File: src/rtl/dsn_pkg.sv
// ----------------------------------------------------------------------------
// dsn_pkg
// shared constants and controller/datapath interface types for the
// double square root block
// ----------------------------------------------------------------------------
package dsn_pkg;

    localparam int FRAC_W    = 52;
    localparam int SIG_W     = 53;
    localparam int EXP_W     = 11;
    localparam int DIV_STEPS = 54;

    localparam logic [EXP_W-1:0]  EXP_BIAS = 11'h3ff;
    localparam logic [EXP_W-1:0]  EXP_MAX  = 11'h7ff;

    // fraction fields of 1.2071067811865475244 and 1.7071067811865475244
    localparam logic [FRAC_W-1:0] SEED_ODD_FRAC  = 52'h3504f333f9de6;
    localparam logic [FRAC_W-1:0] SEED_EVEN_FRAC = 52'hb504f333f9de6;

    typedef struct packed {
        logic load;
        logic div_start;
        logic align;
        logic sum;
        logic emit;
    } dsn_cmd_t;

    typedef struct packed {
        logic special;
        logic div_done;
    } dsn_stat_t;

endpackage

File: src/rtl/dsn_div.sv
// ----------------------------------------------------------------------------
// dsn_div
// radix-2 restoring divider for positive normal doubles, round to nearest even
// ----------------------------------------------------------------------------
module dsn_div (
    input  logic                        clk,
    input  logic                        rst_n,
    input  logic                        start,
    input  logic [dsn_pkg::EXP_W-1:0]   num_exp,
    input  logic [dsn_pkg::SIG_W-1:0]   num_sig,
    input  logic [dsn_pkg::EXP_W-1:0]   den_exp,
    input  logic [dsn_pkg::SIG_W-1:0]   den_sig,
    output logic                        done,
    output logic [dsn_pkg::EXP_W-1:0]   q_exp,
    output logic [dsn_pkg::SIG_W-1:0]   q_sig
);
    import dsn_pkg::*;

    logic               busy_reg, busy_next;
    logic               rnd_reg, rnd_next;
    logic               done_reg, done_next;
    logic [5:0]         cnt_reg, cnt_next;
    logic [SIG_W+1:0]   rem_reg, rem_next;
    logic [SIG_W:0]     quo_reg, quo_next;
    logic [SIG_W-1:0]   den_reg, den_next;
    logic [EXP_W:0]     exp_reg, exp_next;
    logic [EXP_W-1:0]   q_exp_reg, q_exp_next;
    logic [SIG_W-1:0]   q_sig_reg, q_sig_next;

    logic               lt;
    logic               ge;
    logic [SIG_W+1:0]   diff;
    logic               up;
    logic [SIG_W:0]     rsum;

    always_comb
    begin
        busy_next  = busy_reg;
        rnd_next   = 1'b0;
        done_next  = rnd_reg;
        cnt_next   = cnt_reg;
        rem_next   = rem_reg;
        quo_next   = quo_reg;
        den_next   = den_reg;
        exp_next   = exp_reg;
        q_exp_next = q_exp_reg;
        q_sig_next = q_sig_reg;

        lt   = (num_sig < den_sig);
        ge   = (rem_reg >= {2'b00, den_reg});
        diff = ge ? (rem_reg - {2'b00, den_reg}) : rem_reg;
        up   = quo_reg[0] & ((|rem_reg) | quo_reg[1]);
        rsum = {1'b0, quo_reg[SIG_W:1]} + {{SIG_W{1'b0}}, up};

        if (start)
        begin
            // numerator doubled when below the divisor keeps the quotient in [1,2)
            busy_next = 1'b1;
            cnt_next  = 6'd0;
            rem_next  = lt ? {1'b0, num_sig, 1'b0} : {2'b00, num_sig};
            quo_next  = '0;
            den_next  = den_sig;
            exp_next  = {1'b0, num_exp} - {1'b0, den_exp} + {1'b0, EXP_BIAS}
                        - {{EXP_W{1'b0}}, lt};
        end
        else if (busy_reg)
        begin
            rem_next = {diff[SIG_W:0], 1'b0};
            quo_next = {quo_reg[SIG_W-1:0], ge};
            cnt_next = cnt_reg + 6'd1;
            if (cnt_reg == 6'(DIV_STEPS - 1))
            begin
                busy_next = 1'b0;
                rnd_next  = 1'b1;
            end
        end

        if (rnd_reg)
        begin
            if (rsum[SIG_W])
            begin
                q_sig_next = {1'b1, {FRAC_W{1'b0}}};
                q_exp_next = exp_reg[EXP_W-1:0] + 11'd1;
            end
            else
            begin
                q_sig_next = rsum[SIG_W-1:0];
                q_exp_next = exp_reg[EXP_W-1:0];
            end
        end
    end

    always_ff @(posedge clk or negedge rst_n)
    begin
        if (!rst_n)
        begin
            busy_reg <= 1'b0;
            rnd_reg  <= 1'b0;
            done_reg <= 1'b0;
            cnt_reg  <= 6'd0;
        end
        else
        begin
            busy_reg <= busy_next;
            rnd_reg  <= rnd_next;
            done_reg <= done_next;
            cnt_reg  <= cnt_next;
        end
    end

    always_ff @(posedge clk)
    begin
        rem_reg   <= rem_next;
        quo_reg   <= quo_next;
        den_reg   <= den_next;
        exp_reg   <= exp_next;
        q_exp_reg <= q_exp_next;
        q_sig_reg <= q_sig_next;
    end

    assign done  = done_reg;
    assign q_exp = q_exp_reg;
    assign q_sig = q_sig_reg;

endmodule

File: src/rtl/dsn_dp.sv
// ----------------------------------------------------------------------------
// dsn_dp
// operand decode, estimate registers, divider and add-halve unit
// ----------------------------------------------------------------------------
module dsn_dp (
    input  logic                clk,
    input  logic                rst_n,
    input  dsn_pkg::dsn_cmd_t   cmd,
    input  logic [63:0]         operand_bits,
    output dsn_pkg::dsn_stat_t  stat,
    output logic [63:0]         root_bits,
    output logic                unsupported_input
);
    import dsn_pkg::*;

    logic               special_reg, special_next;
    logic               unsup_reg, unsup_next;
    logic [EXP_W-1:0]   new_exp_reg, new_exp_next;
    logic [EXP_W-1:0]   m_exp_reg, m_exp_next;
    logic [SIG_W-1:0]   m_sig_reg, m_sig_next;
    logic [EXP_W-1:0]   est_exp_reg, est_exp_next;
    logic [SIG_W-1:0]   est_sig_reg, est_sig_next;
    logic [EXP_W-1:0]   big_exp_reg, big_exp_next;
    logic [SIG_W-1:0]   big_sig_reg, big_sig_next;
    logic [SIG_W+1:0]   small_reg, small_next;
    logic               st_reg, st_next;
    logic [63:0]        root_reg, root_next;
    logic               flag_reg, flag_next;

    logic               div_done;
    logic [EXP_W-1:0]   q_exp;
    logic [SIG_W-1:0]   q_sig;

    logic [EXP_W-1:0]   e_in;
    logic [EXP_W-1:0]   e_adj;
    logic [EXP_W:0]     e_sum;
    logic               is_zero;
    logic               bad;
    logic               q_big;
    logic [EXP_W-1:0]   d;
    logic [SIG_W-1:0]   b_sig;
    logic [SIG_W+63:0]  shifted;
    logic [SIG_W+2:0]   s;
    logic [SIG_W-1:0]   sig;
    logic               rb;
    logic               sb;
    logic               up;
    logic [SIG_W:0]     rsum;
    logic [EXP_W-1:0]   e_norm;

    dsn_div u_div (
        .clk     (clk),
        .rst_n   (rst_n),
        .start   (cmd.div_start),
        .num_exp (m_exp_reg),
        .num_sig (m_sig_reg),
        .den_exp (est_exp_reg),
        .den_sig (est_sig_reg),
        .done    (div_done),
        .q_exp   (q_exp),
        .q_sig   (q_sig)
    );

    always_comb
    begin
        special_next = special_reg;
        unsup_next   = unsup_reg;
        new_exp_next = new_exp_reg;
        m_exp_next   = m_exp_reg;
        m_sig_next   = m_sig_reg;
        est_exp_next = est_exp_reg;
        est_sig_next = est_sig_reg;
        big_exp_next = big_exp_reg;
        big_sig_next = big_sig_reg;
        small_next   = small_reg;
        st_next      = st_reg;
        root_next    = root_reg;
        flag_next    = flag_reg;

        // operand decode
        e_in    = operand_bits[62:52];
        is_zero = (operand_bits[62:0] == 63'd0);
        bad     = operand_bits[63] | (e_in == '0) | (e_in == EXP_MAX);
        e_adj   = e_in[0] ? e_in : (e_in - 11'd1);
        e_sum   = {1'b0, e_adj} + {1'b0, EXP_BIAS};

        // alignment: larger exponent goes first
        q_big   = (q_exp >= est_exp_reg);
        d       = q_big ? (q_exp - est_exp_reg) : (est_exp_reg - q_exp);
        b_sig   = q_big ? est_sig_reg : q_sig;
        shifted = {b_sig, 64'd0} >> d[5:0];

        // add, normalise, round, halve
        s = {1'b0, big_sig_reg, 2'b00} + {1'b0, small_reg};
        if (s[SIG_W+2])
        begin
            sig    = s[SIG_W+2:3];
            rb     = s[2];
            sb     = s[1] | s[0] | st_reg;
            e_norm = big_exp_reg;
        end
        else
        begin
            sig    = s[SIG_W+1:2];
            rb     = s[1];
            sb     = s[0] | st_reg;
            e_norm = big_exp_reg - 11'd1;
        end
        up   = rb & (sb | sig[0]);
        rsum = {1'b0, sig} + {{SIG_W{1'b0}}, up};

        if (cmd.load)
        begin
            special_next = is_zero | bad;
            unsup_next   = ~is_zero & bad;
            new_exp_next = e_sum[EXP_W:1];
            m_sig_next   = {1'b1, operand_bits[51:0]};
            m_exp_next   = e_in[0] ? EXP_BIAS : (EXP_BIAS + 11'd1);
            est_exp_next = EXP_BIAS;
            est_sig_next = {1'b1, e_in[0] ? SEED_ODD_FRAC : SEED_EVEN_FRAC};
        end

        if (cmd.align)
        begin
            big_exp_next = q_big ? q_exp : est_exp_reg;
            big_sig_next = q_big ? q_sig : est_sig_reg;
            if (d[EXP_W-1:6] != '0)
            begin
                small_next = '0;
                st_next    = 1'b1;
            end
            else
            begin
                small_next = shifted[SIG_W+63:62];
                st_next    = |shifted[61:0];
            end
        end

        if (cmd.sum)
        begin
            if (rsum[SIG_W])
            begin
                est_sig_next = {1'b1, {FRAC_W{1'b0}}};
                est_exp_next = e_norm + 11'd1;
            end
            else
            begin
                est_sig_next = rsum[SIG_W-1:0];
                est_exp_next = e_norm;
            end
        end

        if (cmd.emit)
        begin
            root_next = special_reg ? 64'd0
                                    : {1'b0, new_exp_reg, est_sig_reg[FRAC_W-1:0]};
            flag_next = unsup_reg;
        end
    end

    always_ff @(posedge clk)
    begin
        special_reg <= special_next;
        unsup_reg   <= unsup_next;
        new_exp_reg <= new_exp_next;
        m_exp_reg   <= m_exp_next;
        m_sig_reg   <= m_sig_next;
        est_exp_reg <= est_exp_next;
        est_sig_reg <= est_sig_next;
        big_exp_reg <= big_exp_next;
        big_sig_reg <= big_sig_next;
        small_reg   <= small_next;
        st_reg      <= st_next;
        root_reg    <= root_next;
        flag_reg    <= flag_next;
    end

    assign stat.special  = special_reg;
    assign stat.div_done = div_done;
    assign root_bits         = root_reg;
    assign unsupported_input = flag_reg;

endmodule

File: src/rtl/dsn_ctrl.sv
// ----------------------------------------------------------------------------
// dsn_ctrl
// sequencer for decode, newton steps and result hand-off
// ----------------------------------------------------------------------------
module dsn_ctrl (
    input  logic                clk,
    input  logic                rst_n,
    input  logic [3:0]          iteration_count,
    input  logic                in_valid,
    output logic                in_ready,
    output logic                out_valid,
    input  logic                out_ready,
    input  dsn_pkg::dsn_stat_t  stat,
    output dsn_pkg::dsn_cmd_t   cmd
);
    import dsn_pkg::*;

    localparam logic [2:0] S_IDLE     = 3'd0;
    localparam logic [2:0] S_CHECK    = 3'd1;
    localparam logic [2:0] S_DIV_GO   = 3'd2;
    localparam logic [2:0] S_DIV_WAIT = 3'd3;
    localparam logic [2:0] S_ALIGN    = 3'd4;
    localparam logic [2:0] S_SUM      = 3'd5;
    localparam logic [2:0] S_FIN      = 3'd6;

    logic [2:0] state_reg, state_next;
    logic [3:0] cnt_reg, cnt_next;
    logic       ovalid_reg, ovalid_next;

    always_comb
    begin
        state_next  = state_reg;
        cnt_next    = cnt_reg;
        cmd         = '0;
        in_ready    = 1'b0;

        case (state_reg)
            S_IDLE:
            begin
                in_ready = 1'b1;
                if (in_valid)
                begin
                    cmd.load   = 1'b1;
                    cnt_next   = iteration_count;
                    state_next = S_CHECK;
                end
            end
            S_CHECK:
            begin
                state_next = (stat.special || cnt_reg == 4'd0) ? S_FIN : S_DIV_GO;
            end
            S_DIV_GO:
            begin
                cmd.div_start = 1'b1;
                state_next    = S_DIV_WAIT;
            end
            S_DIV_WAIT:
            begin
                if (stat.div_done)
                    state_next = S_ALIGN;
            end
            S_ALIGN:
            begin
                cmd.align  = 1'b1;
                state_next = S_SUM;
            end
            S_SUM:
            begin
                cmd.sum    = 1'b1;
                cnt_next   = cnt_reg - 4'd1;
                state_next = (cnt_reg == 4'd1) ? S_FIN : S_DIV_GO;
            end
            S_FIN:
            begin
                if (!ovalid_reg || out_ready)
                begin
                    cmd.emit   = 1'b1;
                    state_next = S_IDLE;
                end
            end
            default:
            begin
                state_next = S_IDLE;
            end
        endcase

        ovalid_next = cmd.emit ? 1'b1 : (out_ready ? 1'b0 : ovalid_reg);
    end

    always_ff @(posedge clk or negedge rst_n)
    begin
        if (!rst_n)
        begin
            state_reg  <= S_IDLE;
            cnt_reg    <= 4'd0;
            ovalid_reg <= 1'b0;
        end
        else
        begin
            state_reg  <= state_next;
            cnt_reg    <= cnt_next;
            ovalid_reg <= ovalid_next;
        end
    end

    assign out_valid = ovalid_reg;

    // a waiting result is never overwritten
    assert property (@(posedge clk) disable iff (!rst_n)
        cmd.emit |-> (!ovalid_reg || out_ready))
        else $error("result overwritten while waiting");

    // a loaded word is always checked next
    assert property (@(posedge clk) disable iff (!rst_n)
        cmd.load |=> (state_reg == S_CHECK))
        else $error("load not followed by check");

    // the last newton step always leads to the result
    assert property (@(posedge clk) disable iff (!rst_n)
        (cmd.sum && cnt_reg == 4'd1) |=> (state_reg == S_FIN))
        else $error("step count overrun");

    // the divider only finishes while it is awaited
    assert property (@(posedge clk) disable iff (!rst_n)
        stat.div_done |-> (state_reg == S_DIV_WAIT))
        else $error("unexpected divider completion");

endmodule

File: src/rtl/double_sqrt_newton.sv
// ----------------------------------------------------------------------------
// double_sqrt_newton
// newton-raphson square root of an ieee double bit pattern
// ----------------------------------------------------------------------------
// one word in, one word out. the significand is taken in [1,2), doubled to
// [2,4) for an even biased exponent, and a fixed seed is refined
// iteration_count times by est = (est + m/est)/2 in round-to-nearest-even
// double arithmetic; the halved exponent is then written over the estimate's
// exponent field. zero gives +0; negative, subnormal, infinite and nan words
// give zero with the unsupported flag set. one word is worked on at a time:
// each newton step runs the shared radix-2 divider, which retires one
// quotient bit per cycle and then rounds, followed by an align step and an
// add-halve step; the iteration count resets to 4. special words and a
// count of zero skip the newton steps. the output register lets the next
// word enter while a result waits.
// ----------------------------------------------------------------------------
module double_sqrt_newton (
    input  logic        clk,
    input  logic        rst_n,
    // configuration: iteration_count
    input  logic        cfg_wr_en,
    input  logic [3:0]  cfg_wr_data,
    // input words
    input  logic        s_axis_tvalid,
    output logic        s_axis_tready,
    input  logic [63:0] s_axis_tdata,   // [63:0] operand_bits
    // result words
    output logic        m_axis_tvalid,
    input  logic        m_axis_tready,
    output logic [63:0] m_axis_tdata,   // [63:0] root_bits
    output logic        m_axis_tuser    // [0] unsupported_input
);
    import dsn_pkg::*;

    // newton step count, reset to four
    logic [3:0] iter_reg, iter_next;

    dsn_cmd_t  cmd;
    dsn_stat_t stat;

    always_comb
    begin
        iter_next = cfg_wr_en ? cfg_wr_data : iter_reg;
    end

    always_ff @(posedge clk or negedge rst_n)
    begin
        if (!rst_n)
            iter_reg <= 4'd4;
        else
            iter_reg <= iter_next;
    end

    // sequencer: decode, divide, align, add-halve, hand-off
    dsn_ctrl u_ctrl (
        .clk             (clk),
        .rst_n           (rst_n),
        .iteration_count (iter_reg),
        .in_valid        (s_axis_tvalid),
        .in_ready        (s_axis_tready),
        .out_valid       (m_axis_tvalid),
        .out_ready       (m_axis_tready),
        .stat            (stat),
        .cmd             (cmd)
    );

    // arithmetic and result register
    dsn_dp u_dp (
        .clk               (clk),
        .rst_n             (rst_n),
        .cmd               (cmd),
        .operand_bits      (s_axis_tdata),
        .stat              (stat),
        .root_bits         (m_axis_tdata),
        .unsupported_input (m_axis_tuser)
    );

endmodule
File: config.mk
export PLATFORM = sky130hd
export DESIGN_NAME = double_sqrt_newton
export DESIGN_NICKNAME = d
export VERILOG_FILES = /design/src/rtl/dsn_pkg.sv /design/src/rtl/dsn_div.sv /design/src/rtl/dsn_dp.sv /design/src/rtl/dsn_ctrl.sv /design/src/rtl/double_sqrt_newton.sv
export SDC_FILE = /design/constraint.sdc
export NUM_CORES = 1
export LEC_CHECK = 0
export BUFFER_PORTS_ARGS = -buffer_cell sky130_fd_sc_hd__buf_2
export CORE_MARGIN = 10
export CORE_UTILIZATION = 51
export CTS_CLUSTER_DIAMETER = 30
export DETAILED_ROUTE_END_ITERATION = 8
export PLACE_DENSITY = 0.75
export SYNTH_ARGS = -nofsm -noshare
export SYNTH_HDL_FRONTEND = slang
export SYNTH_HIERARCHICAL = 1
export SYNTH_SLANG_ARGS = --single-unit
export TNS_END_PERCENT = 10
File: constraint.sdc
create_clock -name clk -period 9.1 [get_ports clk]
set_input_delay 0.455 -clock clk [delete_from_list [all_inputs] [get_ports clk]]
set_output_delay 0.455 -clock clk [all_outputs]
set_load 0.02 [all_outputs]
==> qor.csv <==
metric,value,unit
syn_inst,4586,
post-route-min-period,6.80,ns
critPathKind,reg2reg,
maxCapViolations,0,
placed_cell_area,44200,um2
wl,143,mm
timing.rr.start,u_dp/big_sig_reg[10]$_DFFE_PP_,
path_buf_inv,0,
core,83300,um2
p_leak,19.9,nW
yosys_warnings,6,
cts_tree,done,
avgSynthCellArea,9.31,um2
antenna_found_initial,14,
dp_slack,2.50,ns
dr.pass1.iters,6,
design_area,49400,um2
hold_depth,1,
finalSetupViolations,0,
busiest_layer,met2,
critPathTopFamily,simple AND/OR/NAND/NOR gates,
fin_crit_sh,74.7,%
dp.final_hpwl,108,mm
nFillCells,7082,
hold_ws,0.0379,ns
multi_input_area,24200,um2
relSlewSlack,10.9,%
drc,0,
die_w,309,um
cts.sinks,573,
met3_usage,5.51,%
power.internal,8.63,mW
worst_pin_slew,1.32,ns
cts_resized,0,
hold_viol,0,
synth_cell_types,123,
seqCellArea,16600,um2
final_core_utilization,59.3,%
initial_core_util,51.3,%
synth_seq_cells,573,
wl_per_cell,24.3,um
max_freq,0.147,GHz
p_seq_share,28.0,%
outcome,"complete, no violations",
max_stage_delay,0.63,ns
seq_area_frac_synth,38.8,%
startpoint,u_dp/big_sig_reg[10]$_DFFE_PP_,
dpl.cell_count,5612,
cp_data_required_time,9.58,ns
syn2layout_area_growth,15.6,%
vias,37000,
power,13.9,mW
largest_reg_flops,63,
fin_nets,5024,
grt_pass1_vias,35900,
cts_made_buffers,132,
synth_ff_type,edfxtp_1,
end_kind,register,
met2_usage,47.0,%
crit_arrival,7.28,ns
post_cts_buffers,0,
switchingPower,5.32,mW
crit_slowest_cell,nor3_1,
ctsRootBufferMaster,clkbuf_16,
reg2reg_setup_slack,2.30,ns
grt_overflow_total,0,
synth_edf_count,498,
die-area,95700,um2
p_per_area,282,nW/um2
combPwrFrac,37.9,%
gr-usage-met1,38.0,%
syn_area,42700,um2
die_h,309,um
cts-hold-fix-buffers,61,
drtAntennaViolNets,0,
cts-htree-levels,4,
drt_iter0_markers,3859,
path_cells,ha_1 -> a21oi_1 -> o21ai_1 -> a22oi_1 -> a31oi_2 -> or3_4 -> nand2_2 -> and2_1 -> o21a_1 -> ha_1 -> and2_1 -> nand4_1 -> nor3_1 -> and4_1 -> and4_1 -> nand4_1 -> nor3_1 -> mux2_2 -> a31o_1,
grt.total_usage,29.4,%
path_clk_slew,0.05,ns
gp_congestion,1.01,
clockBufferDepth,3,
path_max_fanout,26,
synth.area.top_cells,"edfxtp_1 35%, mux2i_1 7.0%, ha_1 6.4%, nand2_1 4.3%, nor2_1 3.7%",
instances_no_fill,5913,
clkPwrFrac,34.1,%
yosys.area.top_type,edfxtp_1,
num_rows,106,
io_pins,140,
grt_pass1_wl,216,mm
finClkSkew,0.0359,ns
peakVddDrop,0.000200,V
drv_slew,0,
final_layout_size_suffix_gt1_share,12.7,%
r2r_end,u_dp/est_sig_reg[44]$_SDFFCE_PN1P_,
async_flop_share,3.66,%
routed_via_density,6.26,
rsz0062_at_grt,no,
start_kind,register,
r2r.worst_path.cells,19,
swShare,38.1,%
min_path_type,in2reg,
yosysTopAreaCellShare,35.0,%
hp-start,s_axis_tdata[1],
clock_latency,0.74,ns
setup_tns,0,ns
port_buffers,138,
grt_max_degree,153,
min_to,u_dp/m_sig_reg[1]$_DFFE_PP_,
setup_ws,2.30,ns
-- power by group through the flow --
stage	Combinational [mW]	Sequential, mW	Clock [mW]
2_1_floorplan	3.79	3.84	0
3_3_place_gp	5.06	3.93	0
3_5_place_dp	5.10	3.93	0
4_1_cts	5.17	3.90	4.82
5_1_grt	5.76	3.95	4.96
6_report	5.28	3.91	4.76
-- area by class of cell --
cell class              instances  share of cell area (%)
multi-input cells            3521                    49.1
clock inverters                88                    2.18
inverters                     234                    1.78
clock buffers                 151                    6.98
diodes                          1                 0.00507
repair buffers                265                    3.69
flip-flops and latches        573                    33.6
well taps                    1080                    2.74
-- how the worst max path moves through the flow --
stage / to / depth (start not counted)
CTS: u_dp/est_sig_reg[44]$_SDFFCE_PN1P_ / 19
floorplan: u_dp/u_div/rem_reg[0]$_SDFFCE_PN0P_ / 7
finish: u_dp/est_sig_reg[44]$_SDFFCE_PN1P_ / 19
global route: u_dp/est_sig_reg[44]$_SDFFCE_PN1P_ / 19
detailed placement: u_dp/est_sig_reg[44]$_SDFFCE_PN1P_ / 19
global placement: u_dp/est_sig_reg[44]$_SDFFCE_PN1P_ / 19
-- cell usage after synthesis (20+ instances only) --
cell type	instances
nand2_1	489
dfrtp_1	20
and2_1	40
xor2_1	98
nor3_1	83
mux4_2	28
a21o_1	73
inv_1	231
nand2b_1	29
mux2_2	60
o21ai_0	187
xnor2_1	134
nor2_1	423
or3_1	25
mux2i_1	297
nor2b_1	87
o211ai_1	41
buf_1	28
nand4_1	100
edfxtp_1	498
clkbuf_1	158
a21oi_1	313
and3_1	40
ha_1	219
o21a_1	41
nand3_1	115
a31oi_1	32
o21ai_1	28
nor4_1	57
dfxtp_1	54
buf_2	52
a211oi_1	103
o31ai_1	23
-- routing by layer --
metal	share of wire, %	routed length, um
met1	40	57900
met5	0.0091	13
met4	4.6	6660
met2	46	66000
met3	8.9	12800
-- worst reg2reg max path, delay by kind of cell, from the launching register on --
family | cells | cell delay (ns)
flip-flops | 1 | 0.36
adder cells (fa/ha/maj) | 2 | 0.65
AO/OA/AOI/OAI | 6 | 1.60
multiplexers | 1 | 0.36
AND/OR/NAND/NOR | 10 | 3.56
-- cells in the final DEF, fill, tap and decap left out, drive strengths merged, types with 87 or more instances in the layout --
cell | synthesis | final
a21oi | 322 | 322
clkbuf | 159 | 151
a211oi | 108 | 108
xor2 | 99 | 99
mux2i | 297 | 297
nand2 | 490 | 490
edfxtp | 498 | 498
inv | 233 | 249
nor3 | 88 | 88
ha | 219 | 219
nand3 | 115 | 115
o21ai | 217 | 217
nor2b | 87 | 87
nor2 | 426 | 426
buf | 101 | 204
nand4 | 104 | 104
xnor2 | 136 | 136
-- logic make-up (layout without fill, tap and decap cells) --
kind of cell	after synthesis	after routing	synth area share, %
AO/OA/AOI/OAI	1063	1063	16.3
XOR/XNOR	235	235	4.87
adder cells (fa/ha/maj)	224	224	6.65
buffers and inverters	494	738	4.75
flip-flops	573	573	38.8
multiplexers	385	385	10.0
other	2	5	0.0176
AND/OR/NAND/NOR	1610	1610	18.6
Power figures use the tool's default switching activity.
